==> config.mk <==
export PLATFORM = sky130hd
export DESIGN_NAME = fader_deadband_quantizer
export DESIGN_NICKNAME = d
export VERILOG_FILES = /design/src/rtl/fdq_pkg.sv /design/src/rtl/fader_deadband_quantizer.sv /design/src/rtl/fdq_ram.sv /design/src/rtl/fdq_divider.sv
export SDC_FILE = /design/constraint.sdc
export NUM_CORES = 1
export LEC_CHECK = 0
export ABC_AREA = 1
export ABC_CLOCK_PERIOD_IN_PS = 5200
export BUFFER_PORTS_ARGS = -buffer_cell sky130_fd_sc_hd__buf_2
export CAP_MARGIN = 20
export CORE_MARGIN = 2
export CORE_UTILIZATION = 55
export CTS_CLUSTER_SIZE = 10
export DETAILED_ROUTE_END_ITERATION = 16
export PLACE_DENSITY_LB_ADDON = 0.25
export SLEW_MARGIN = 20
export SYNTH_ARGS = -nofsm -noshare
export SYNTH_HDL_FRONTEND = slang
export SYNTH_SLANG_ARGS = --single-unit
==> constraint.sdc <==
create_clock -name clk -period 5.2 [get_ports clk]
set_input_delay 1.04 -clock clk [delete_from_list [all_inputs] [get_ports clk]]
set_output_delay 1.04 -clock clk [all_outputs]
set_load 0.005 [all_outputs]
==> src/rtl/fdq_pkg.sv <==
// Shared constants and codes for the fader deadband quantizer.
package fdq_pkg;

	localparam int CHANNELS_DEF = 8;

	localparam int CMD_W   = 2;
	localparam int CHAN_W  = 4;
	localparam int RAW_W   = 12;
	localparam int LEVEL_W = 7;
	localparam int THR_W   = 7;
	localparam int PROD_W  = RAW_W + LEVEL_W;

	localparam int IN_DATA_W  = 24;
	localparam int OUT_DATA_W = 8;
	localparam int APB_ADDR_W = 3;
	localparam int APB_DATA_W = 32;

	localparam logic [LEVEL_W-1:0] SCALE_TOP = 7'd127;

	localparam logic [RAW_W-1:0] FULL_SCALE_RST = 12'd4095;
	localparam logic [THR_W-1:0] THRESHOLD_RST  = 7'd1;

	// register index = paddr[2]
	localparam logic REG_FULL_SCALE = 1'b0;
	localparam logic REG_THRESHOLD  = 1'b1;

	localparam logic [CMD_W-1:0] CMD_SAMPLE     = 2'd0;
	localparam logic [CMD_W-1:0] CMD_READ_LEVEL = 2'd1;
	localparam logic [CMD_W-1:0] CMD_READ_CLEAR = 2'd2;

endpackage

==> src/rtl/fader_deadband_quantizer.sv <==
// Top level of the fader deadband quantizer: stream in, APB registers, result out.
//
// Each input beat carries a command, a channel and a raw ADC reading. A sample
// clamps the reading to full_scale, scales it to 0..127 as reading*127/full_scale
// and, when it differs from the channel's stored level by more than
// change_threshold, replaces the level and sets the channel's sticky changed
// flag; a sample returns no beat. A level query returns the stored level, a
// flag query returns the changed flag and clears it; queries to a channel at or
// above CHANNELS return 0, and command 3 is dropped. Level and flag of all
// channels live in one small RAM with registered read; a valid bit per channel,
// cleared by reset, makes an unwritten channel read as zero, so no clearing
// pass is needed after reset. The block works on one beat at a time. A sample
// passes the start state (take the RAM data, load the divider), the divide state
// (bit-serial division by full_scale, wait for the divider's registered done
// flag) and the update state (compare, write back) before the next ready. A
// query passes the query state (modify and write back) and the result state
// (load the output register), holding in the latter while the output register
// still owns an untaken beat; the output register lets the next beat enter while
// a result waits to be taken. Write the registers only while the block is idle.
module fader_deadband_quantizer #(
	parameter int CHANNELS = fdq_pkg::CHANNELS_DEF
) (
	input  logic                            clk,
	input  logic                            arst_n,
	// stream in
	input  logic                            s_tvalid,
	output logic                            s_tready,
	// [1:0] command, [5:2] channel, [17:6] raw_sample, [23:18] zero
	input  logic [fdq_pkg::IN_DATA_W-1:0]   s_tdata,
	// stream out
	output logic                            m_tvalid,
	input  logic                            m_tready,
	// [6:0] read_value, [7] zero
	output logic [fdq_pkg::OUT_DATA_W-1:0]  m_tdata,
	// configuration
	input  logic                            psel,
	input  logic                            penable,
	input  logic                            pwrite,
	input  logic [fdq_pkg::APB_ADDR_W-1:0]  paddr,
	input  logic [fdq_pkg::APB_DATA_W-1:0]  pwdata,
	output logic [fdq_pkg::APB_DATA_W-1:0]  prdata,
	output logic                            pready
);
	import fdq_pkg::*;

	localparam int AW    = (CHANNELS > 1) ? $clog2(CHANNELS) : 1;
	localparam int ENT_W = LEVEL_W + 1;

	localparam logic [2:0] ST_IDLE   = 3'd0;
	localparam logic [2:0] ST_START  = 3'd1;
	localparam logic [2:0] ST_DIV    = 3'd2;
	localparam logic [2:0] ST_UPDATE = 3'd3;
	localparam logic [2:0] ST_QUERY  = 3'd4;
	localparam logic [2:0] ST_RESULT = 3'd5;

	// Configuration registers
	logic [RAW_W-1:0] full_scale_q;
	logic [THR_W-1:0] threshold_q;
	logic             cfg_wr;

	assign pready = 1'b1;
	assign cfg_wr = psel & penable & pwrite;

	always_ff @(posedge clk or negedge arst_n) begin
		if (!arst_n) begin
			full_scale_q <= FULL_SCALE_RST;
			threshold_q  <= THRESHOLD_RST;
		end else if (cfg_wr) begin
			unique case (paddr[2])
				REG_FULL_SCALE: full_scale_q <= pwdata[RAW_W-1:0];
				REG_THRESHOLD:  threshold_q  <= pwdata[THR_W-1:0];
				default:        ;
			endcase
		end
	end

	always_comb begin
		unique case (paddr[2])
			REG_FULL_SCALE: prdata = APB_DATA_W'(full_scale_q);
			REG_THRESHOLD:  prdata = APB_DATA_W'(threshold_q);
			default:        prdata = '0;
		endcase
	end

	// Input unpacking
	logic [CMD_W-1:0]  in_command;
	logic [CHAN_W-1:0] in_channel;
	logic [RAW_W-1:0]  in_raw;
	logic              in_accept;
	logic              in_chan_ok;
	logic [RAW_W-1:0]  clamped;

	assign in_command = s_tdata[CMD_W-1:0];
	assign in_channel = s_tdata[CMD_W +: CHAN_W];
	assign in_raw     = s_tdata[CMD_W+CHAN_W +: RAW_W];
	assign in_accept  = s_tvalid & s_tready;
	assign in_chan_ok = {1'b0, in_channel} < (CHAN_W+1)'(CHANNELS);
	assign clamped    = (in_raw > full_scale_q) ? full_scale_q : in_raw;

	// Control and item registers
	logic [2:0]         state_q;
	logic [CMD_W-1:0]   cmd_q;
	logic [AW-1:0]      addr_q;
	logic               chan_ok_q;
	logic [PROD_W-1:0]  product_q;
	logic [LEVEL_W-1:0] old_level_q;
	logic [LEVEL_W-1:0] result_q;
	logic [LEVEL_W-1:0] out_value_q;
	logic               out_valid_q;
	logic [CHANNELS-1:0] written_q;

	// RAM: entry = {changed flag, stored level}
	logic               ram_we;
	logic [ENT_W-1:0]   ram_wdata;
	logic [ENT_W-1:0]   ram_rdata;
	logic [ENT_W-1:0]   entry;

	fdq_ram #(
		.WIDTH (ENT_W),
		.DEPTH (CHANNELS)
	) u_ram (
		.clk   (clk),
		.we    (ram_we),
		.waddr (addr_q),
		.wdata (ram_wdata),
		.re    (in_accept),
		.raddr (in_channel[AW-1:0]),
		.rdata (ram_rdata)
	);

	// An entry never written since reset reads as zero
	assign entry = written_q[addr_q] ? ram_rdata : '0;

	// Divider
	logic               div_start;
	logic               div_done;
	logic [LEVEL_W-1:0] quotient;

	assign div_start = (state_q == ST_START);

	fdq_divider u_div (
		.clk      (clk),
		.arst_n   (arst_n),
		.start    (div_start),
		.dividend (product_q),
		.divisor  (full_scale_q),
		.done     (div_done),
		.quotient (quotient)
	);

	// Compare against the stored level
	logic [LEVEL_W-1:0] new_level;
	logic [LEVEL_W-1:0] diff;
	logic               over;

	// Zero full scale clamps every reading to zero; skip the divider result
	assign new_level = (full_scale_q == '0) ? '0 : quotient;
	assign diff      = (new_level > old_level_q) ? new_level - old_level_q
	                                             : old_level_q - new_level;
	assign over      = diff > threshold_q;

	always_comb begin
		ram_we    = 1'b0;
		ram_wdata = entry;
		if (state_q == ST_UPDATE && over) begin
			ram_we    = 1'b1;
			ram_wdata = {1'b1, new_level};
		end else if (state_q == ST_QUERY && chan_ok_q && cmd_q == CMD_READ_CLEAR) begin
			ram_we    = 1'b1;
			ram_wdata = {1'b0, entry[LEVEL_W-1:0]};
		end
	end

	// Payload registers
	always_ff @(posedge clk) begin
		if (in_accept) begin
			cmd_q     <= in_command;
			addr_q    <= in_channel[AW-1:0];
			chan_ok_q <= in_chan_ok;
			product_q <= PROD_W'(clamped) * PROD_W'(SCALE_TOP);
		end
		if (state_q == ST_START) begin
			old_level_q <= entry[LEVEL_W-1:0];
		end
		if (state_q == ST_QUERY) begin
			if (!chan_ok_q) begin
				result_q <= '0;
			end else if (cmd_q == CMD_READ_CLEAR) begin
				result_q <= LEVEL_W'(entry[LEVEL_W]);
			end else begin
				result_q <= entry[LEVEL_W-1:0];
			end
		end
		if (state_q == ST_RESULT && (!out_valid_q || m_tready)) begin
			out_value_q <= result_q;
		end
	end

	// Sequencer
	always_ff @(posedge clk or negedge arst_n) begin
		if (!arst_n) begin
			state_q     <= ST_IDLE;
			out_valid_q <= 1'b0;
			written_q   <= '0;
		end else begin
			if (ram_we) begin
				written_q[addr_q] <= 1'b1;
			end

			// Hand off the waiting beat, or load the next one in its place
			if (state_q == ST_RESULT && (!out_valid_q || m_tready)) begin
				out_valid_q <= 1'b1;
			end else if (m_tready) begin
				out_valid_q <= 1'b0;
			end

			unique case (state_q)
				ST_IDLE: begin
					if (in_accept) begin
						priority if (in_command == CMD_SAMPLE) begin
							state_q <= in_chan_ok ? ST_START : ST_IDLE;
						end else if (in_command == CMD_READ_LEVEL ||
						             in_command == CMD_READ_CLEAR) begin
							state_q <= ST_QUERY;
						end else begin
							state_q <= ST_IDLE;
						end
					end
				end
				ST_START:  state_q <= ST_DIV;
				ST_DIV: begin
					if (div_done) begin
						state_q <= ST_UPDATE;
					end
				end
				ST_UPDATE: state_q <= ST_IDLE;
				ST_QUERY:  state_q <= ST_RESULT;
				ST_RESULT: begin
					if (!out_valid_q || m_tready) begin
						state_q <= ST_IDLE;
					end
				end
				default:   state_q <= ST_IDLE;
			endcase
		end
	end

	assign s_tready = (state_q == ST_IDLE);
	assign m_tvalid = out_valid_q;
	assign m_tdata  = {1'b0, out_value_q};

endmodule

==> src/rtl/fdq_ram.sv <==
// Generic single-port-write, single-port-read RAM with registered read data.
module fdq_ram #(
	parameter  int WIDTH = 8,
	parameter  int DEPTH = 8,
	localparam int AW    = (DEPTH > 1) ? $clog2(DEPTH) : 1
) (
	input  logic             clk,
	input  logic             we,
	input  logic [AW-1:0]    waddr,
	input  logic [WIDTH-1:0] wdata,
	input  logic             re,
	input  logic [AW-1:0]    raddr,
	output logic [WIDTH-1:0] rdata
);

	logic [WIDTH-1:0] mem_q [DEPTH];

	always_ff @(posedge clk) begin
		if (we) begin
			mem_q[waddr] <= wdata;
		end
		if (re) begin
			rdata <= mem_q[raddr];
		end
	end

endmodule

==> src/rtl/fdq_divider.sv <==
// Restoring divider, one quotient bit per cycle, for a quotient known to fit in 7 bits.
module fdq_divider (
	input  logic                               clk,
	input  logic                               arst_n,
	input  logic                               start,
	input  logic [fdq_pkg::PROD_W-1:0]         dividend,
	input  logic [fdq_pkg::RAW_W-1:0]          divisor,
	output logic                               done,
	output logic [fdq_pkg::LEVEL_W-1:0]        quotient
);
	import fdq_pkg::*;

	localparam int CNT_W = $clog2(LEVEL_W + 1);

	logic [RAW_W-1:0]   rem_q;
	logic [RAW_W-1:0]   dvs_q;
	logic [LEVEL_W-1:0] low_q;
	logic [LEVEL_W-1:0] quo_q;
	logic [CNT_W-1:0]   cnt_q;
	logic               done_q;

	logic [RAW_W:0]     trial;
	logic               fits;

	// Dividend < 128 * divisor, so the top bits already sit below the divisor.
	assign trial = {rem_q, low_q[LEVEL_W-1]};
	assign fits  = trial >= {1'b0, dvs_q};

	always_ff @(posedge clk) begin
		if (start) begin
			rem_q <= dividend[PROD_W-1:LEVEL_W];
			low_q <= dividend[LEVEL_W-1:0];
			dvs_q <= divisor;
		end else if (cnt_q != '0) begin
			rem_q <= fits ? RAW_W'(trial - {1'b0, dvs_q}) : trial[RAW_W-1:0];
			low_q <= {low_q[LEVEL_W-2:0], 1'b0};
			quo_q <= {quo_q[LEVEL_W-2:0], fits};
		end
	end

	always_ff @(posedge clk or negedge arst_n) begin
		if (!arst_n) begin
			cnt_q  <= '0;
			done_q <= 1'b0;
		end else begin
			done_q <= (cnt_q == CNT_W'(1));
			if (start) begin
				cnt_q <= CNT_W'(LEVEL_W);
			end else if (cnt_q != '0) begin
				cnt_q <= cnt_q - CNT_W'(1);
			end
		end
	end

	assign done     = done_q;
	assign quotient = quo_q;

endmodule

Yosys cells after proc, flatten, opt, wreduce, memory -nomap -nowiden --
Memory sizes are Yosys's and may differ from the RTL's. A register that Yosys moved wholly into a read port is not among the register bits. Cells that the tools add are included.
Word-level totals: RAM bits 64, flip-flop bits (word level) 119, output and inout bits 43, word-level logic and storage cells 102, memories 1, bits of input ports 66
Operators by class: bitwise gates (word level) 7, eq/ne operators 12, add/sub/neg operators 4, mux-type cells 32, reductions and logical operators 19, multipliers 1, $lt $le $gt $ge 7
Memories:
- u_ram.mem_q | depth 8, width 8, read ports 1, clocked after memory_dff 1, write ports 1, line fdq_ram.sv:16 | logic [WIDTH-1:0] mem_q [DEPTH];
Operator list (count):
- $pmux 32 s2 | 1
- $mux 12 | 4
- $mux 7 | 4
- $mux 8 | 3
- $mux 3 | 7
- $mul 12x7->19 const B | 1
- $pmux 3 s5 | 1
- $gt 7x7->1 | 2
- $sub 7x7->7 | 2
- $ge 13x12->1 | 1
- $gt 12x12->1 | 1
- $logic_not 12->1 | 1
- $sub 12x12->12 | 1
- $mux 1 | 10
- $or 8x8->8 | 1
- $eq 3x1->1 const B | 2
- $eq 3x2->1 const B | 2
- $eq 3x3->1 const B | 2
- $ne 2x1->1 const B | 3
- $reduce_and 2->1 | 3
- $logic_and 1x1->1 | 5
- $eq 2x2->1 const B | 2
- $lt 3x4->1 const B | 1
- $lt 4x4->1 const B | 1
- other kinds (15) | 21

Longest topological paths before layout --
depth after elaboration 9, depth in mapped cells 33, gate-level depth less buffers 32

Hierarchy --
A second synthesis with hierarchy kept.
Second synthesis, totals: cell total of the unflattened synthesis 1544, area total of the unflattened synthesis 12914.9 µm²
Modules (own cells, without submodules):
- fader_deadband_quantizer | instances 1, sequential area each 2173.3 µm², area each 7180.6 µm², cells each 941
- fdq_ram | instances 1, sequential area each 2162.1 µm², area each 3130.5 µm², cells each 303
- fdq_divider | instances 1, sequential area each 1241.2 µm², area each 2603.7 µm², cells each 300

Worst setup path after synthesis --
No wires, ideal clock.
kind input-to-reg, start in s_tdata[17] in the netlist's numbering, end reg product_q[16], data pin, setup time 0.252 ns, data required time 4.948 ns, data arrival time 5.830 ns, stages on the path 25, path slack -0.882 ns, path buffers 1, cell sequence ha_1 nand2_1 inv_1 nand2_1 nor2_1 nand2_1 nand3_2 nand2_2 buf_4 o21ai_1 inv_1 fa_1 inv_1 fa_1 inv_1 fa_1 inv_1 fa_1 ha_1 a21oi_1 o21ai_0 a211oi_1 nand2_1 nand2_1 nand2_1
Between the ends: longest elaborated chain between the ends 3
RTL lines:
- start, declared | line fader_deadband_quantizer.sv:29 | input logic [fdq_pkg::IN_DATA_W-1:0] s_tdata,
- $gt 12x12->1 | line fader_deadband_quantizer.sv:98 | assign clamped = (in_raw > full_scale_q) ? full_scale_q : in_raw;
- $mux 12 * | line fader_deadband_quantizer.sv:98
- $mul 12x7->19 * | line fader_deadband_quantizer.sv:180 | product_q <= PROD_W'(clamped) * PROD_W'(SCALE_TOP);
- end signal, assigned | line fader_deadband_quantizer.sv:180
- end, declared | line fader_deadband_quantizer.sv:105 | logic [PROD_W-1:0] product_q;
Mark *: on every way between the ends. The rest lies on a longest branch, timed or not. A chain may end at the register's enable or synchronous reset.

Final worst setup path --
Ends and elaborated chain as after synthesis.

==> impl_metrics.csv <==
group,metric,value,unit
outcome,status,"finished, violations left",
outcome,failed_checks,"negative setup slack",
finish,final_util,0.693,
critical_path,reg2reg_slack,-0.28,ns
drt,wl_per_cell,15.7,um
synth,synth_area_leaders,"edfxtp_1, ha_1, nand2_1",
drt,viasPerCell,5.14,
synth,yosysTopAreaCellShare,0.394,
finish,drive_gt1_frac,0.231,
synth,synth_most_common_cell,"nand2_1",
sta,period_share,1.07,
global_route,grt_max_degree,39,
finish,area_growth,23.0,%
sta,whs,0.424,ns
cts,cts_tree,"yes",
critical_path,ff2ff_path_depth,23,
global_route,grtUsageTotal,0.250,
sta,layout_setup_ws,-0.340,ns
synth,avgSynthCellArea,9.18,sq um
drt,drt_iter0_drc,508,
synth,yosys_warnings,0,
cts,cts_buffer_depth,2,
critical_path,worstSetupPathType,"input pin to flop",
critical_path,crit_buf_inv,8,
floorplanning,rows,53,
min_path,worstHoldPathType,"flop to flop",
drt,drt_pass1_iterations,7,
placed_design,port_buffers,58,
cts,cts.reportedPaths.clkPinSlew,0.08,ns
placed_design,gp_congestion,0.878,
cts,cts-hold-fix-buffers,0,
synth,synth_area,11900,sq um
finish,final_nets,1657,
synth,yosysTopAreaCell,"edfxtp_1",
floorplanning,core_area,21100,sq um
global_route,grt_pass1_wl,43.4,mm
drt,wl,27.6,mm
sta,tightest_slew,0.957,ns
finish,n_fill_cell,1581,
critical_path,crit_path_top_delay_cell,"fa_1",
floorplanning,io-pin-count,109,
synth,async_reset_ff_frac,0.183,
drt,detail-route-antenna-nets,0,
floorplanning,start_util,0.564,
cts,worstSkewPairLatency,0.45,ns
cts,cts_sinks,191,
floorplanning,dieHeight,151,um
critical_path,cp.depth,25,
cts,htreeDepth,4,
synth,synth_cell_type_count,42,
sta,slew_viol_final,0,
critical_path,crit_arrival,5.73,ns
min_path,whs_path_depth,0,
run,cap_violations,0,
min_path,whs_endpoint,"out_value_q[4]",
synth,synthFlopType,"edfxtp_1",
sta,slew_headroom,0.360,
synth,synth-seq-cells,191,
critical_path,worst_ep_required_time,5.39,ns
critical_path,cp_max_fo,5,
global_route,antenna_found_initial,1,
drt,via_count,9009,
floorplanning,die_area,22800,sq um
placed_design,hpwl,20.7,mm
min_path,hp-start,"result_q[4]",
synth,synthCells,1294,
sta,hold_violations,0,
critical_path,crit_family,"adder cells",
sta,period_minus_slack,5.54,ns
sta,fmax,181,MHz
synth,synth_edf_count,156,
critical_path,r2r-end,"product_q[16]",
global_route,grt_overflow,0,
sta,finalClockSkew,0.0161,ns
critical_path,slowest_delay,0.59,ns
cts,cts-root-buf,"clkbuf_16",
critical_path,startpoint,"s_tdata[17]",
global_route,grt_pass1_vias,8785,
critical_path,startpoint_type,"input pin",
critical_path,timing.rr.start,"full_scale_q[6]",
drt,drc_errors,0,
cts,cts_buffers,17,
synth,seq_area_frac_synth,0.469,
sta,rsz0062_at_grt,"yes",
critical_path,cp_common_cell,"fa_1",
critical_path,cp-end-kind,"flop",
synth,synth_common_cells,"nand2_1, inv_1, edfxtp_1",
finish,diodes,0,
sta,setup_viol,12,
floorplanning,die_x,151,um
==> stage by stage <==
stage               instance area [sq um]  worst slack (ns)  setup TNS (ns)  cells
finish                              14600            -0.340           -2.46   1753
global route                        14600            -0.477           -4.29   1753
CTS                                 14300            -0.166           -1.14   1748
detailed placement                  13400            -0.853           -9.05   1705
global placement                    13400            -0.769           -8.14   1705
floorplan                           12200            -0.317           -2.59   1314
==> layout by cell type (no fill, tap or decap), types with 6 or more instances in the layout <==
cell       count
xnor2_1       11
buf_2         50
edfxtp_1     156
ha_1          66
xor2_1        13
inv_12         6
nand2_2       14
buf_6         14
ha_4          19
inv_2         18
nand4_1       16
a31oi_1        9
clkbuf_16     17
o22ai_1       11
o21ai_4        8
a21oi_2        6
buf_4        108
a21oi_1       35
nand3_1       46
nand2_1      265
o21ai_1        7
dfrtp_1       22
inv_1        220
nor2_1       116
conb_1        22
dfstp_2       13
nand2_4        7
o21ai_0       61
nand3_2       11
fa_1          38
==> kinds of logic after synthesis <==
| group | count (synthesis) | synth area share |
|---|---|---|
| compound gates | 162 | 0.0754 |
| simple gates | 499 | 0.178 |
| other cells | 2 | 0.000632 |
| fa+ha+maj | 126 | 0.158 |
| xor+xnor | 26 | 0.0192 |
| buf+inv | 288 | 0.0999 |
| flops | 191 | 0.469 |
==> flip-flops by register name (all words and copies together), names as in the netlist <==
name            count
written_q           8
full_scale_q       12
u_ram.rdata         8
cmd_q               2
u_div.cnt_q         3
u_ram.mem_q        64
u_div.low_q         7
state_q             3
addr_q              3
chan_ok_q           1
threshold_q         7
result_q            7
old_level_q         7
out_value_q         7
u_div.quotient      7
u_div.done          1
u_div.dvs_q        12
product_q          19
m_tvalid            1
u_div.rem_q        12
==> how the worst max path moves through the flow <==
stage / to / slack (ns)
final: product_q[16] / -0.34
after CTS: product_q[16] / -0.17
after global routing: product_q[16] / -0.48
after floorplan: product_q[16] / -0.32
after detailed placement: product_q[15] / -0.85
after global placement: product_q[15] / -0.77
==> what timing repair did <==
action | in CTS | in global routing
cloned | 3 | 0
setup buffers | 8 | 6
resized for setup | 50 | 59
pin swaps | 15 | 29
endpoints found under the setup margin | 12 | 77
==> layer usage <==
metal | track usage | up-vias | routed length [um] | share of wire
met5 | 0 | - | 0 | 0
met4 | 0.0650 | 0 | 441 | 0.016
met3 | 0.0398 | 28 | 1350 | 0.049
met2 | 0.416 | 226 | 13300 | 0.48
met1 | 0.345 | 4253 | 12500 | 0.45
li1 | - | 4502 | - | -
==> final cells by class <==
| cell class | count | area [sq um] | area share |
|---|---|---|---|
| repair buffers | 175 | 1270 | 0.0868 |
| clock buffers | 17 | 425 | 0.0291 |
| inverters | 242 | 920 | 0.0629 |
| multi-input cells | 838 | 5850 | 0.400 |
| clock inverters | 15 | 230 | 0.0158 |
| flip-flops and latches | 191 | 5580 | 0.382 |
| well taps | 275 | 344 | 0.0235 |
==> worst reg2reg max path: stages, from the launching register on <==
cell,delay [ns]
dfstp_2,0.55
inv_1,0.09
ha_4,0.27
nand4_1,0.17
nor2_2,0.16
nand2_2,0.08
nand3_4,0.22
nand2_8,0.13
o21ai_4,0.20
inv_2,0.10
fa_1,0.59
inv_1,0.07
fa_1,0.48
fa_1,0.49
inv_1,0.05
fa_1,0.48
ha_4,0.32
buf_4,0.14
nand2_1,0.07
inv_1,0.12
buf_4,0.13
nand4_1,0.15
nand3_1,0.12
nand2_1,0.07
Power is not shown: default switching activity piles up to over one toggle a cycle in this logic, so the estimate is an artifact.
